==> config.mk <==
export PLATFORM = sky130hd
export DESIGN_NAME = rle_byte_encoder
export DESIGN_NICKNAME = d
export VERILOG_FILES = /design/src/sv/rbe_pkg.sv /design/src/sv/rle_byte_encoder.sv
export SDC_FILE = /design/constraint.sdc
export NUM_CORES = 2
export LEC_CHECK = 0
export BUFFER_PORTS_ARGS = -buffer_cell sky130_fd_sc_hd__buf_2
export CAP_MARGIN = 20
export CORE_UTILIZATION = 23
export DETAILED_ROUTE_END_ITERATION = 6
export GPL_ROUTABILITY_DRIVEN = 0
export PLACE_DENSITY = 0.38
export SLEW_MARGIN = 20
export SYNTH_ARGS = -nofsm -noshare
export SYNTH_HDL_FRONTEND = slang
export SYNTH_SLANG_ARGS = --single-unit
==> constraint.sdc <==
create_clock -name aclk -period 5.5 [get_ports aclk]
set_clock_uncertainty 0.05 [all_clocks]
set_input_delay 1.1 -clock aclk [delete_from_list [all_inputs] [get_ports aclk]]
set_output_delay 1.1 -clock aclk [all_outputs]
set_load 0.02 [all_outputs]
==> src/sv/rbe_pkg.sv <==
// ----------------------------------------------------------------------------
// rbe_pkg
// Shared widths, defaults and sequencer state type for the byte RLE encoder.
// ----------------------------------------------------------------------------
package rbe_pkg;

    localparam int BYTE_W      = 8;
    localparam int WORD_BYTES  = 8;
    localparam int WORD_W      = WORD_BYTES * BYTE_W;
    localparam int NBYTES_W    = 4;
    localparam int POS_W       = 3;

    localparam int MAX_REPEAT_DEF  = 127;
    localparam int MAX_LITERAL_DEF = 128;

    typedef enum logic [2:0] {
        S_IDLE,
        S_FCNT,
        S_FLIT,
        S_FTAIL,
        S_P1C,
        S_P1B,
        S_P2C,
        S_P2B
    } seq_state_t;

endpackage

==> src/sv/rle_byte_encoder.sv <==
// ----------------------------------------------------------------------------
// rle_byte_encoder
// Run-length encoder for a byte buffer with packed 64-bit output words.
// ----------------------------------------------------------------------------
// Input channel (s_): one buffer byte per transaction, s_in_final on the last.
// Output channel (m_): packed words of 1 to 8 encoded bytes, lowest byte
// first; m_run_last closes the words of one input transaction and
// m_frame_end closes the encoded buffer.
// One input transaction is taken per idle cycle of the sequencer; the
// sequencer then emits the encoded bytes one per cycle while the packer
// has room. A byte that only extends a run or a literal group emits
// nothing and leaves the sequencer idle. A literal flush of n bytes reads
// the literal store one entry per cycle, under the same condition, after
// its count byte. m_valid rises when a word moves into the output register.
// Reset (aresetn low, synchronous) clears the run state, the sequencer and
// the packer; the literal store is not cleared.
// When m_ready is low the output register holds, the packer fills one more
// word, and then the sequencer holds until the word moves on; s_ready
// stays high only while the sequencer is idle.
// ----------------------------------------------------------------------------
module rle_byte_encoder
    import rbe_pkg::*;
#(
    parameter int MAX_REPEAT  = MAX_REPEAT_DEF,
    parameter int MAX_LITERAL = MAX_LITERAL_DEF
) (
    input  logic                aclk,
    input  logic                aresetn,

    input  logic                s_valid,
    output logic                s_ready,
    input  logic [BYTE_W-1:0]   s_in_byte,
    input  logic                s_in_final,

    output logic                m_valid,
    input  logic                m_ready,
    output logic [WORD_W-1:0]   m_out_word,
    output logic [NBYTES_W-1:0] m_out_bytes,
    output logic                m_run_last,
    output logic                m_frame_end
);

    localparam int LIT_AW = $clog2(MAX_LITERAL);
    localparam int CNT_W  = $clog2(MAX_LITERAL + 1);

    // run state
    logic              have_held_reg, have_held_next;
    logic [BYTE_W-1:0] held_reg, held_next;
    logic [BYTE_W-1:0] gc_reg, gc_next;

    // step plan
    seq_state_t        state_reg, state_next, adv_state;
    logic [CNT_W-1:0]  fl_n_reg, fl_n_next;
    logic              tail_reg, tail_next;
    logic              p1_reg, p1_next;
    logic              p2_reg, p2_next;
    logic [BYTE_W-1:0] cnt1_reg, cnt1_next;
    logic [BYTE_W-1:0] cnt2_reg, cnt2_next;
    logic [BYTE_W-1:0] h1_reg, h1_next;
    logic [BYTE_W-1:0] b_reg, b_next;
    logic              fin_reg, fin_next;
    logic [CNT_W-1:0]  idx_reg, idx_next;
    logic [CNT_W-1:0]  idx_inc;

    // decision for the incoming byte
    logic [BYTE_W-1:0] rep, lit, rep1, lit1, g_mid;
    logic [BYTE_W-1:0] d_fl_n, d_cnt1, d_cnt2, d_gc;
    logic              d_tail, d_p1, d_p2, d_we;

    // literal store
    logic [BYTE_W-1:0] lit_mem [MAX_LITERAL];
    logic [BYTE_W-1:0] rd_data_reg;
    logic              mem_we;

    // byte stream into the packer
    logic              byte_valid, byte_take, byte_last;
    logic [BYTE_W-1:0] byte_val;

    // packer and output register
    logic [WORD_W-1:0]   pk_word_reg, pk_word_next;
    logic [NBYTES_W-1:0] pk_cnt_reg, pk_cnt_next;
    logic                pk_done_reg, pk_done_next;
    logic                pk_fin_reg, pk_fin_next;
    logic                pk_full, xfer, pack_free;
    logic [POS_W-1:0]    pk_pos;

    logic                m_valid_reg;
    logic [WORD_W-1:0]   m_word_reg;
    logic [NBYTES_W-1:0] m_bytes_reg;
    logic                m_last_reg, m_end_reg;

    function automatic seq_state_t next_from(logic has_lit, logic has_tail,
                                             logic has_p1, logic has_p2);
        seq_state_t s;
        if (has_lit) begin
            s = S_FLIT;
        end else if (has_tail) begin
            s = S_FTAIL;
        end else if (has_p1) begin
            s = S_P1C;
        end else if (has_p2) begin
            s = S_P2C;
        end else begin
            s = S_IDLE;
        end
        return s;
    endfunction

    assign s_ready = (state_reg == S_IDLE);

    always_comb begin
        rep    = gc_reg[BYTE_W-1] ? '0 : gc_reg;
        lit    = gc_reg[BYTE_W-1] ? (BYTE_W'(0) - gc_reg) : '0;
        rep1   = (lit != '0) ? BYTE_W'(1) : rep + BYTE_W'(1);
        lit1   = lit + BYTE_W'(1);
        g_mid  = gc_reg;
        d_fl_n = '0;
        d_tail = 1'b0;
        d_p1   = 1'b0;
        d_p2   = 1'b0;
        d_cnt1 = '0;
        d_cnt2 = '0;
        d_we   = 1'b0;
        if (!have_held_reg) begin
            g_mid = '0;
        end else if (s_in_byte == held_reg) begin
            if (lit != '0) begin
                d_fl_n = lit;
            end
            if (rep1 >= BYTE_W'(MAX_REPEAT)) begin
                d_p1   = 1'b1;
                d_cnt1 = rep1;
                g_mid  = '0;
            end else begin
                g_mid = rep1;
            end
        end else if (rep != '0) begin
            d_p1   = 1'b1;
            d_cnt1 = rep + BYTE_W'(1);
            g_mid  = '0;
        end else begin
            d_we = 1'b1;
            if (lit1 >= BYTE_W'(MAX_LITERAL)) begin
                d_fl_n = lit1;
                g_mid  = '0;
            end else begin
                g_mid = BYTE_W'(0) - lit1;
            end
        end
        if (s_in_final) begin
            if (g_mid[BYTE_W-1]) begin
                d_fl_n = BYTE_W'(0) - g_mid;
                d_tail = 1'b1;
            end else begin
                d_p2   = 1'b1;
                d_cnt2 = g_mid + BYTE_W'(1);
            end
            d_gc = '0;
        end else begin
            d_gc = g_mid;
        end
    end

    assign idx_inc = idx_reg + CNT_W'(1);

    always_comb begin
        have_held_next = have_held_reg;
        held_next      = held_reg;
        gc_next        = gc_reg;
        fl_n_next      = fl_n_reg;
        tail_next      = tail_reg;
        p1_next        = p1_reg;
        p2_next        = p2_reg;
        cnt1_next      = cnt1_reg;
        cnt2_next      = cnt2_reg;
        h1_next        = h1_reg;
        b_next         = b_reg;
        fin_next       = fin_reg;
        idx_next       = idx_reg;
        mem_we         = 1'b0;
        byte_valid     = 1'b0;
        byte_val       = '0;
        adv_state      = state_reg;
        state_next     = state_reg;
        unique case (state_reg)
            S_IDLE: begin
                if (s_valid) begin
                    have_held_next = !s_in_final;
                    held_next      = s_in_final ? '0 : s_in_byte;
                    gc_next        = d_gc;
                    fl_n_next      = d_fl_n[CNT_W-1:0];
                    tail_next      = d_tail;
                    p1_next        = d_p1;
                    p2_next        = d_p2;
                    cnt1_next      = d_cnt1;
                    cnt2_next      = d_cnt2;
                    h1_next        = held_reg;
                    b_next         = s_in_byte;
                    fin_next       = s_in_final;
                    idx_next       = '0;
                    mem_we         = d_we;
                    if ((d_fl_n != '0) || d_tail) begin
                        state_next = S_FCNT;
                    end else begin
                        state_next = next_from(1'b0, 1'b0, d_p1, d_p2);
                    end
                end
            end
            S_FCNT: begin
                byte_valid = 1'b1;
                byte_val   = BYTE_W'(0) - (BYTE_W'(fl_n_reg) + BYTE_W'(tail_reg));
                adv_state  = next_from(fl_n_reg != '0, tail_reg, p1_reg, p2_reg);
            end
            S_FLIT: begin
                byte_valid = 1'b1;
                byte_val   = rd_data_reg;
                if (idx_inc == fl_n_reg) begin
                    adv_state = next_from(1'b0, tail_reg, p1_reg, p2_reg);
                end
                if (byte_take) begin
                    idx_next = idx_inc;
                end
            end
            S_FTAIL: begin
                byte_valid = 1'b1;
                byte_val   = b_reg;
                adv_state  = next_from(1'b0, 1'b0, p1_reg, p2_reg);
            end
            S_P1C: begin
                byte_valid = 1'b1;
                byte_val   = cnt1_reg;
                adv_state  = S_P1B;
            end
            S_P1B: begin
                byte_valid = 1'b1;
                byte_val   = h1_reg;
                adv_state  = next_from(1'b0, 1'b0, 1'b0, p2_reg);
            end
            S_P2C: begin
                byte_valid = 1'b1;
                byte_val   = cnt2_reg;
                adv_state  = S_P2B;
            end
            S_P2B: begin
                byte_valid = 1'b1;
                byte_val   = b_reg;
                adv_state  = S_IDLE;
            end
            default: begin
                state_next = S_IDLE;
            end
        endcase
        if (byte_take) begin
            state_next = adv_state;
        end
    end

    assign byte_last = (adv_state == S_IDLE);

    always_ff @(posedge aclk) begin
        if (!aresetn) begin
            state_reg     <= S_IDLE;
            have_held_reg <= 1'b0;
            held_reg      <= '0;
            gc_reg        <= '0;
            fl_n_reg      <= '0;
            tail_reg      <= 1'b0;
            p1_reg        <= 1'b0;
            p2_reg        <= 1'b0;
            fin_reg       <= 1'b0;
            idx_reg       <= '0;
        end else begin
            state_reg     <= state_next;
            have_held_reg <= have_held_next;
            held_reg      <= held_next;
            gc_reg        <= gc_next;
            fl_n_reg      <= fl_n_next;
            tail_reg      <= tail_next;
            p1_reg        <= p1_next;
            p2_reg        <= p2_next;
            fin_reg       <= fin_next;
            idx_reg       <= idx_next;
        end
    end

    always_ff @(posedge aclk) begin
        cnt1_reg <= cnt1_next;
        cnt2_reg <= cnt2_next;
        h1_reg   <= h1_next;
        b_reg    <= b_next;
    end

    always_ff @(posedge aclk) begin
        if (mem_we) begin
            lit_mem[lit[LIT_AW-1:0]] <= held_reg;
        end
    end

    always_ff @(posedge aclk) begin
        rd_data_reg <= lit_mem[idx_next[LIT_AW-1:0]];
    end

    assign pk_full   = (pk_cnt_reg == NBYTES_W'(WORD_BYTES)) || pk_done_reg;
    assign xfer      = pk_full && (!m_valid_reg || m_ready);
    assign pack_free = !pk_full || xfer;
    assign byte_take = byte_valid && pack_free;

    always_comb begin
        pk_word_next = pk_word_reg;
        pk_cnt_next  = pk_cnt_reg;
        pk_done_next = pk_done_reg;
        pk_fin_next  = pk_fin_reg;
        if (xfer) begin
            pk_word_next = '0;
            pk_cnt_next  = '0;
            pk_done_next = 1'b0;
            pk_fin_next  = 1'b0;
        end
        pk_pos = pk_cnt_next[POS_W-1:0];
        if (byte_take) begin
            pk_word_next[{pk_pos, 3'b000} +: BYTE_W] = byte_val;
            pk_cnt_next  = pk_cnt_next + NBYTES_W'(1);
            pk_done_next = byte_last;
            pk_fin_next  = fin_reg;
        end
    end

    always_ff @(posedge aclk) begin
        if (!aresetn) begin
            pk_word_reg <= '0;
            pk_cnt_reg  <= '0;
            pk_done_reg <= 1'b0;
            pk_fin_reg  <= 1'b0;
            m_valid_reg <= 1'b0;
        end else begin
            pk_word_reg <= pk_word_next;
            pk_cnt_reg  <= pk_cnt_next;
            pk_done_reg <= pk_done_next;
            pk_fin_reg  <= pk_fin_next;
            m_valid_reg <= xfer || (m_valid_reg && !m_ready);
        end
    end

    always_ff @(posedge aclk) begin
        if (xfer) begin
            m_word_reg  <= pk_word_reg;
            m_bytes_reg <= pk_cnt_reg;
            m_last_reg  <= pk_done_reg;
            m_end_reg   <= pk_done_reg && pk_fin_reg;
        end
    end

    assign m_valid     = m_valid_reg;
    assign m_out_word  = m_word_reg;
    assign m_out_bytes = m_bytes_reg;
    assign m_run_last  = m_last_reg;
    assign m_frame_end = m_end_reg;

endmodule
# After elaboration in Yosys (flattened, before gate mapping)
# Memories as Yosys holds them, arrays and structs flattened. A register that Yosys moved wholly into a read port is not among the register bits.
# Cells that the tools add are included.
[word_totals]
wordCells = 142
output_inout_bits = 72
n_memories = 1
regBits = 213
mem_bits_rw = 1024
[op_classes]
eq_ne = 12
order_cmp = 2
bitwise_logic = 1
n_mux = 60
n_shift = 2
n_addsub = 11
reduce_logical = 29
[mem_list]
columns = ["memory", "words", "word_bits", "read_ports", "rd_ports_with_merged_regs", "wr", "line_no", "text"]
rows = [
  ["lit_mem", 128, 8, 1, 1, 1, "rle_byte_encoder.sv:71", "logic [BYTE_W-1:0] lit_mem [MAX_LITERAL];"],
]
[ops]
columns = ["operator", "n"]
rows = [
  ["8-bit two-way mux", 21],
  ["64-bit two-way mux", 2],
  ["64-bit bitwise mux", 1],
  ["8-bit by 8-bit variable shift with 64-bit output (first input constant)", 1],
  ["8-bit by 8-bit variable part select with 64-bit output", 1],
  ["8-bit case mux with 6 select lines", 1],
  ["3-bit two-way mux", 11],
  ["8-bit nonzero test", 4],
  ["1-bit by 8-bit subtractor with 8-bit output (first input constant)", 4],
  ["8-bit by 1-bit adder with 8-bit output (second input constant)", 3],
  ["3-bit case mux with 7 select lines", 1],
  ["1-bit two-way mux", 19],
  ["8-bit == test", 2],
  ["8-bit case mux with 2 select lines", 1],
  ["3-bit == test (second input constant)", 4],
  ["7-bit by 1-bit adder with 8-bit output (second input constant)", 1],
  ["8-bit by 1-bit adder with 8-bit output", 1],
  ["8-bit by 7-bit greater-or-equal comparator with 1-bit output (second input constant)", 1],
  ["8-bit greater-or-equal comparator (second input constant)", 1],
  ["4-bit two-way mux", 2],
  ["6-bit negation with 8-bit output", 1],
  ["2-bit nonzero test", 4],
  ["7-bit two-way mux", 1],
  ["7-bit OR reduction", 1],
  ["other kinds (13)", 28],
]

# Longest topological paths before layout
[depth]
word_depth = 17
ltp_mapped = 18
mapped_depth_nobuf = 16

# Worst setup path after synthesis
# OpenSTA, ideal clock, no wires.
[synth_path]
kind = "register to register"
startpoint = "register held_reg[1]"
endpoint = "register cnt2_reg[6], data pin"
setup_slack_ns = 0.772
path_stages_with_launch = 12
path_buffers = 0
arrival_time_ns = 4.423
required_time_ns = 5.195
period_less_slack_ns = 4.728
path_cell_list = "dfxtp_1 xnor2_1 nand4_1 o311a_1 nand2_1 or4b_2 a21boi_1 ha_1 nand3b_1 nand3b_1 xnor2_1 and3_1"
[synth_via]
elab_chain_cells = 4
[synth_lines]
columns = ["element", "line_no", "text"]
rows = [
  ["start: declaration", "rle_byte_encoder.sv:48", "logic [BYTE_W-1:0] held_reg, held_next;"],
  ["start signal: assignment", "rle_byte_encoder.sv:275", "held_reg <= held_next;"],
  ["8-bit == test *", "rle_byte_encoder.sv:126", "end else if (s_in_byte == held_reg) begin"],
  ["8-bit two-way mux *", "rle_byte_encoder.sv:126", ""],
  ["8-bit two-way mux *", "rle_byte_encoder.sv:124", "if (!have_held_reg) begin"],
  ["8-bit by 1-bit adder with 8-bit output or 2-bit OR reduction (tied branches)", "-", ""],
  ["end signal: assignment", "rle_byte_encoder.sv:288", "cnt2_reg <= cnt2_next;"],
  ["end: declaration", "rle_byte_encoder.sv:58", "logic [BYTE_W-1:0] cnt2_reg, cnt2_next;"],
]
# Mark *: on every way between the ends. The rest lies on a longest branch, timed or not.
# A chain may end at the register's enable or synchronous reset.

# Worst setup path in the final report
[layout_path]
startpoint = "register pk_cnt_reg[0]"
endpoint = "register rd_data_reg[2], read port of lit_mem"
[layout_via]
elab_chain_cells = 7
[layout_lines]
columns = ["element", "line_no", "text"]
rows = [
  ["start: declaration", "rle_byte_encoder.sv:81", "logic [NBYTES_W-1:0] pk_cnt_reg, pk_cnt_next;"],
  ["start signal: assignment", "rle_byte_encoder.sv:337", "pk_cnt_reg <= pk_cnt_next;"],
  ["4-bit == test *", "rle_byte_encoder.sv:303", "assign pk_full = (pk_cnt_reg == NBYTES_W'(WORD_BYTES)) || pk_done_reg;"],
  ["1-bit logical OR *", "rle_byte_encoder.sv:303", ""],
  ["1-bit zero test or 1-bit logical AND (tied branches)", "rle_byte_encoder.sv:305, rle_byte_encoder.sv:304", ""],
  ["1-bit logical OR *", "rle_byte_encoder.sv:305", "assign pack_free = !pk_full || xfer;"],
  ["1-bit logical AND *", "rle_byte_encoder.sv:306", "assign byte_take = byte_valid && pack_free;"],
  ["8-bit two-way mux *", "rle_byte_encoder.sv:220", "if (byte_take) begin"],
  ["8-bit case mux with 2 select lines *", "rle_byte_encoder.sv:185", "unique case (state_reg)"],
  ["end: declaration", "rle_byte_encoder.sv:72", "logic [BYTE_W-1:0] rd_data_reg;"],
]
# Mark *: on every way between the ends. The rest lies on a longest branch, timed or not. The select of a mux whose other input is x is not followed.

==> results.cfg <==
[run_status]
outcome = complete, but fails checks
violations = design-rule violations

[floorplan]
initial_core_util_pct = 23.2
dieHeight_um = 476
die_area_um2 = 227000
rows = 173
ios = 85
die_x_um = 476
core_um2 = 223000

[hold_path]
holdPathEnd = m_out_word[26]$_DFFE_PP_
hp-start = pk_word_reg[26]$_SDFF_PN0_
holdCritPathClass = register to register
whs_path_depth = 0

[yosys]
ys.warnings.count = 0
synthCells = 4118
synth_common_cells = 1126 x edfxtp_1, 862 x nand2_1, 434 x nand3_1
synthDistinctLibCells = 85
synth_nets = 4154
netlist_area_um2 = 51700
synth.top_cells.by_area = edfxtp_1 65%, nand2_1 6.3%, dfxtp_1 4.6%
ys.flop_type = edfxtp_1
synth_top_cell_by_area = edfxtp_1
yosysSeqAreaShare_pct = 70.0
yosysMostFrequentCell = edfxtp_1
ys_ff_latch = 1245
yosysTopAreaCellShare_pct = 65.4
async_reset_ff_share_pct = 0
syn_area_per_cell_um2 = 12.6
synth_edf_count = 1126

[critical_path]
worstPathMaxFanout = 19
reg2reg_depth = 11
rrSetupSlack_ns = 0.83
cp_data_required_time_ns = 6.10
timing.rr.start = pk_cnt_reg[0]$_SDFF_PN0_
crit_path_end_kind = register
crit_path_start_kind = register
path_class = register to register
worstPathArrival_ns = 5.27
reg2reg_to = rd_data_reg[2]$_DFF_P_

[sta]
setup_viol = 0
finalHoldViolCount = 0
fmax_mhz = 214
relSlewSlack_pct = 26.3
tns_ns = 0
finalMaxSlewViolations = 0
period_minus_slack_ns = 4.67
fin_crit_sh_pct = 84.9
rsz0062_at_grt = no
worst_slew_pin_slew_ns = 1.09

[drt]
vias = 34100
ant_nets = 0
drt_first_pass_iters = 7
drc = 2
wl_per_cell_um = 23.5
drt_iter0_markers = 2831
wl_um = 176000
viasPerCell = 4.56

[cells_and_area]
area_delta_synth_final_pct = 19.5
drive_gt1_share_pct = 15.1
largest_reg_flops = 1024
nNetsFinal = 4415
fillers = 23000
antenna_cells = 0
fin_cells = 7468

[grt]
grt_antenna_before_repair = 7
grt_max_degree = 85
overflow = 0
grt_usage_pct = 15.2
grt_pass1_vias = 33900
grt_pass1_wl_um = 253000

[power_and_ir_drop]
power_frac_comb_pct = 20.9
vdd_ir_drop_max_uv = 309
p_int_mw = 17.6
cellLeakagePower_nw = 21.1
clkPwrFrac_pct = 36.0
power_density_nw_per_um2 = 417
p_sw_share_pct = 31.6
p_switching_mw = 8.14
seqPwrFrac_pct = 43.1

[cts]
postCtsSetupBuffers = 0
clkTransAtPathRegs_ns = 0.06
cts-resized-gates = 0
cts.sinks = 1245
cts.htree.levels = 4
clock_path_buffers = 3
cts_tree = yes
numCtsBuffers = 148
clk_latency_ns = 0.80
cts_hold_buf = 0
clock-root-buffer = clkbuf_16

[place]
dp_hpwl_um = 115000
placed_cells = 7204
port-buffer-count = 84

[run]
cap_viol_max_count = 0
[metal layers]
metal / global-route usage [%] / routed length [um] / up-vias / share of wire (%)
li1: - / - / 15800 / -
met1: 21.2 / 82700 / 17300 / 47
met2: 24.3 / 81500 / 786 / 46
met3: 2.56 / 8240 / 199 / 4.7
met4: 3.59 / 3360 / 0 / 1.9
met5: 0 / 0 / - / 0
[layout make-up]
| cell class | count | area, um2 | share of cell area, % |
|---|---|---|---|
| repair buffers | 369 | 2780 | 4.49 |
| multi-input cells | 2573 | 14400 | 23.4 |
| clock buffers | 190 | 3970 | 6.41 |
| inverters | 42 | 158 | 0.255 |
| flip-flops and latches | 1245 | 36200 | 58.6 |
| well taps | 2975 | 3720 | 6.02 |
| clock inverters | 74 | 546 | 0.882 |
[worst max-delay path: stages (launching register included)]
cell and delay [ns]:
dfxtp_1 0.37, or4b_4 0.63, o211ai_1 0.30, buf_4 0.36, mux2i_4 0.66, buf_4 0.39
a32oi_1 0.21, nand2_1 0.15, a41oi_1 0.12, nor4_1 0.95, buf_4 0.25, nor4_1 0.05
[power groups by stage]
| stage | clock network, mW | registers [mW] | logic (mW) |
|---|---|---|---|
| floorplan | 0 | 11.4 | 3.00 |
| global placement | 0 | 11.3 | 5.50 |
| detailed placement | 0 | 11.3 | 5.48 |
| CTS | 9.56 | 11.1 | 5.50 |
| global route | 9.88 | 11.1 | 5.83 |
| finish | 9.28 | 11.1 | 5.38 |
[layout by cell type (no fill, tap or decap), drive strengths merged, types with 17 or more instances in the layout]
master  count
edfxtp   1126
nand2     863
nand3     434
buf       369
nor2      218
clkbuf    190
dfxtp     119
mux2i      97
o21ai      88
a21oi      81
mux2       63
clkinv     62
nand4      57
and2       51
inv        49
a32oi      42
a21boi     41
and3       39
nor3       36
nor4       33
a31oi      31
o211ai     28
xnor2      27
nor2b      27
o22ai      25
a32o       23
ha         23
nand3b     21
a211oi     21
a221oi     17
[per-stage QoR]
| step | utilization [%] | power, mW | cell area [um2] | setup WS [ns] | hold slack, ns |
|---|---|---|---|---|---|
| after floorplan | - | 14.4 | 51700 | 0.772 | 0.350 |
| after global placement | 25.7 | 16.8 | 57300 | 0.105 | 0.362 |
| after detailed placement | 25.7 | 16.8 | 57300 | 0.0904 | 0.364 |
| after CTS | 27.7 | 26.2 | 61800 | 0.735 | 0.380 |
| after global routing | 27.7 | 26.8 | 61800 | 0.633 | 0.386 |
| final | 27.7 | 25.8 | 61800 | 0.831 | 0.379 |
[cell families (layout without fill, tap and decap cells)]
kind of cell / Yosys count / after routing / synth area share [%]
AO/OA/AOI/OAI: 514 / 514 / 7.09
AND/OR/NAND/NOR: 1833 / 1833 / 16.0
multiplexers: 160 / 160 / 3.26
adder cells (fa/ha/maj): 23 / 23 / 0.556
flip-flops: 1245 / 1245 / 70.0
other: 1 / 1 / 0.00725
XOR/XNOR: 42 / 42 / 0.740
buffers and inverters: 300 / 675 / 2.37
[worst max path at each step]
stage,from,end,slack [ns],cells past startpoint
2_1_floorplan,held_reg[1]$_SDFFE_PN0P_,cnt2_reg[6]$_SDFFCE_PN0P_,0.77,11
3_3_place_gp,s_valid,rd_data_reg[2]$_DFF_P_,0.11,14
3_5_place_dp,s_valid,rd_data_reg[2]$_DFF_P_,0.09,14
4_1_cts,state_reg[1]$_SDFFE_PN0P_,rd_data_reg[2]$_DFF_P_,0.73,13
5_1_grt,state_reg[1]$_SDFFE_PN0P_,rd_data_reg[2]$_DFF_P_,0.63,13
6_report,pk_cnt_reg[0]$_SDFF_PN0_,rd_data_reg[2]$_DFF_P_,0.83,11
(Power assumes the default switching activity.)
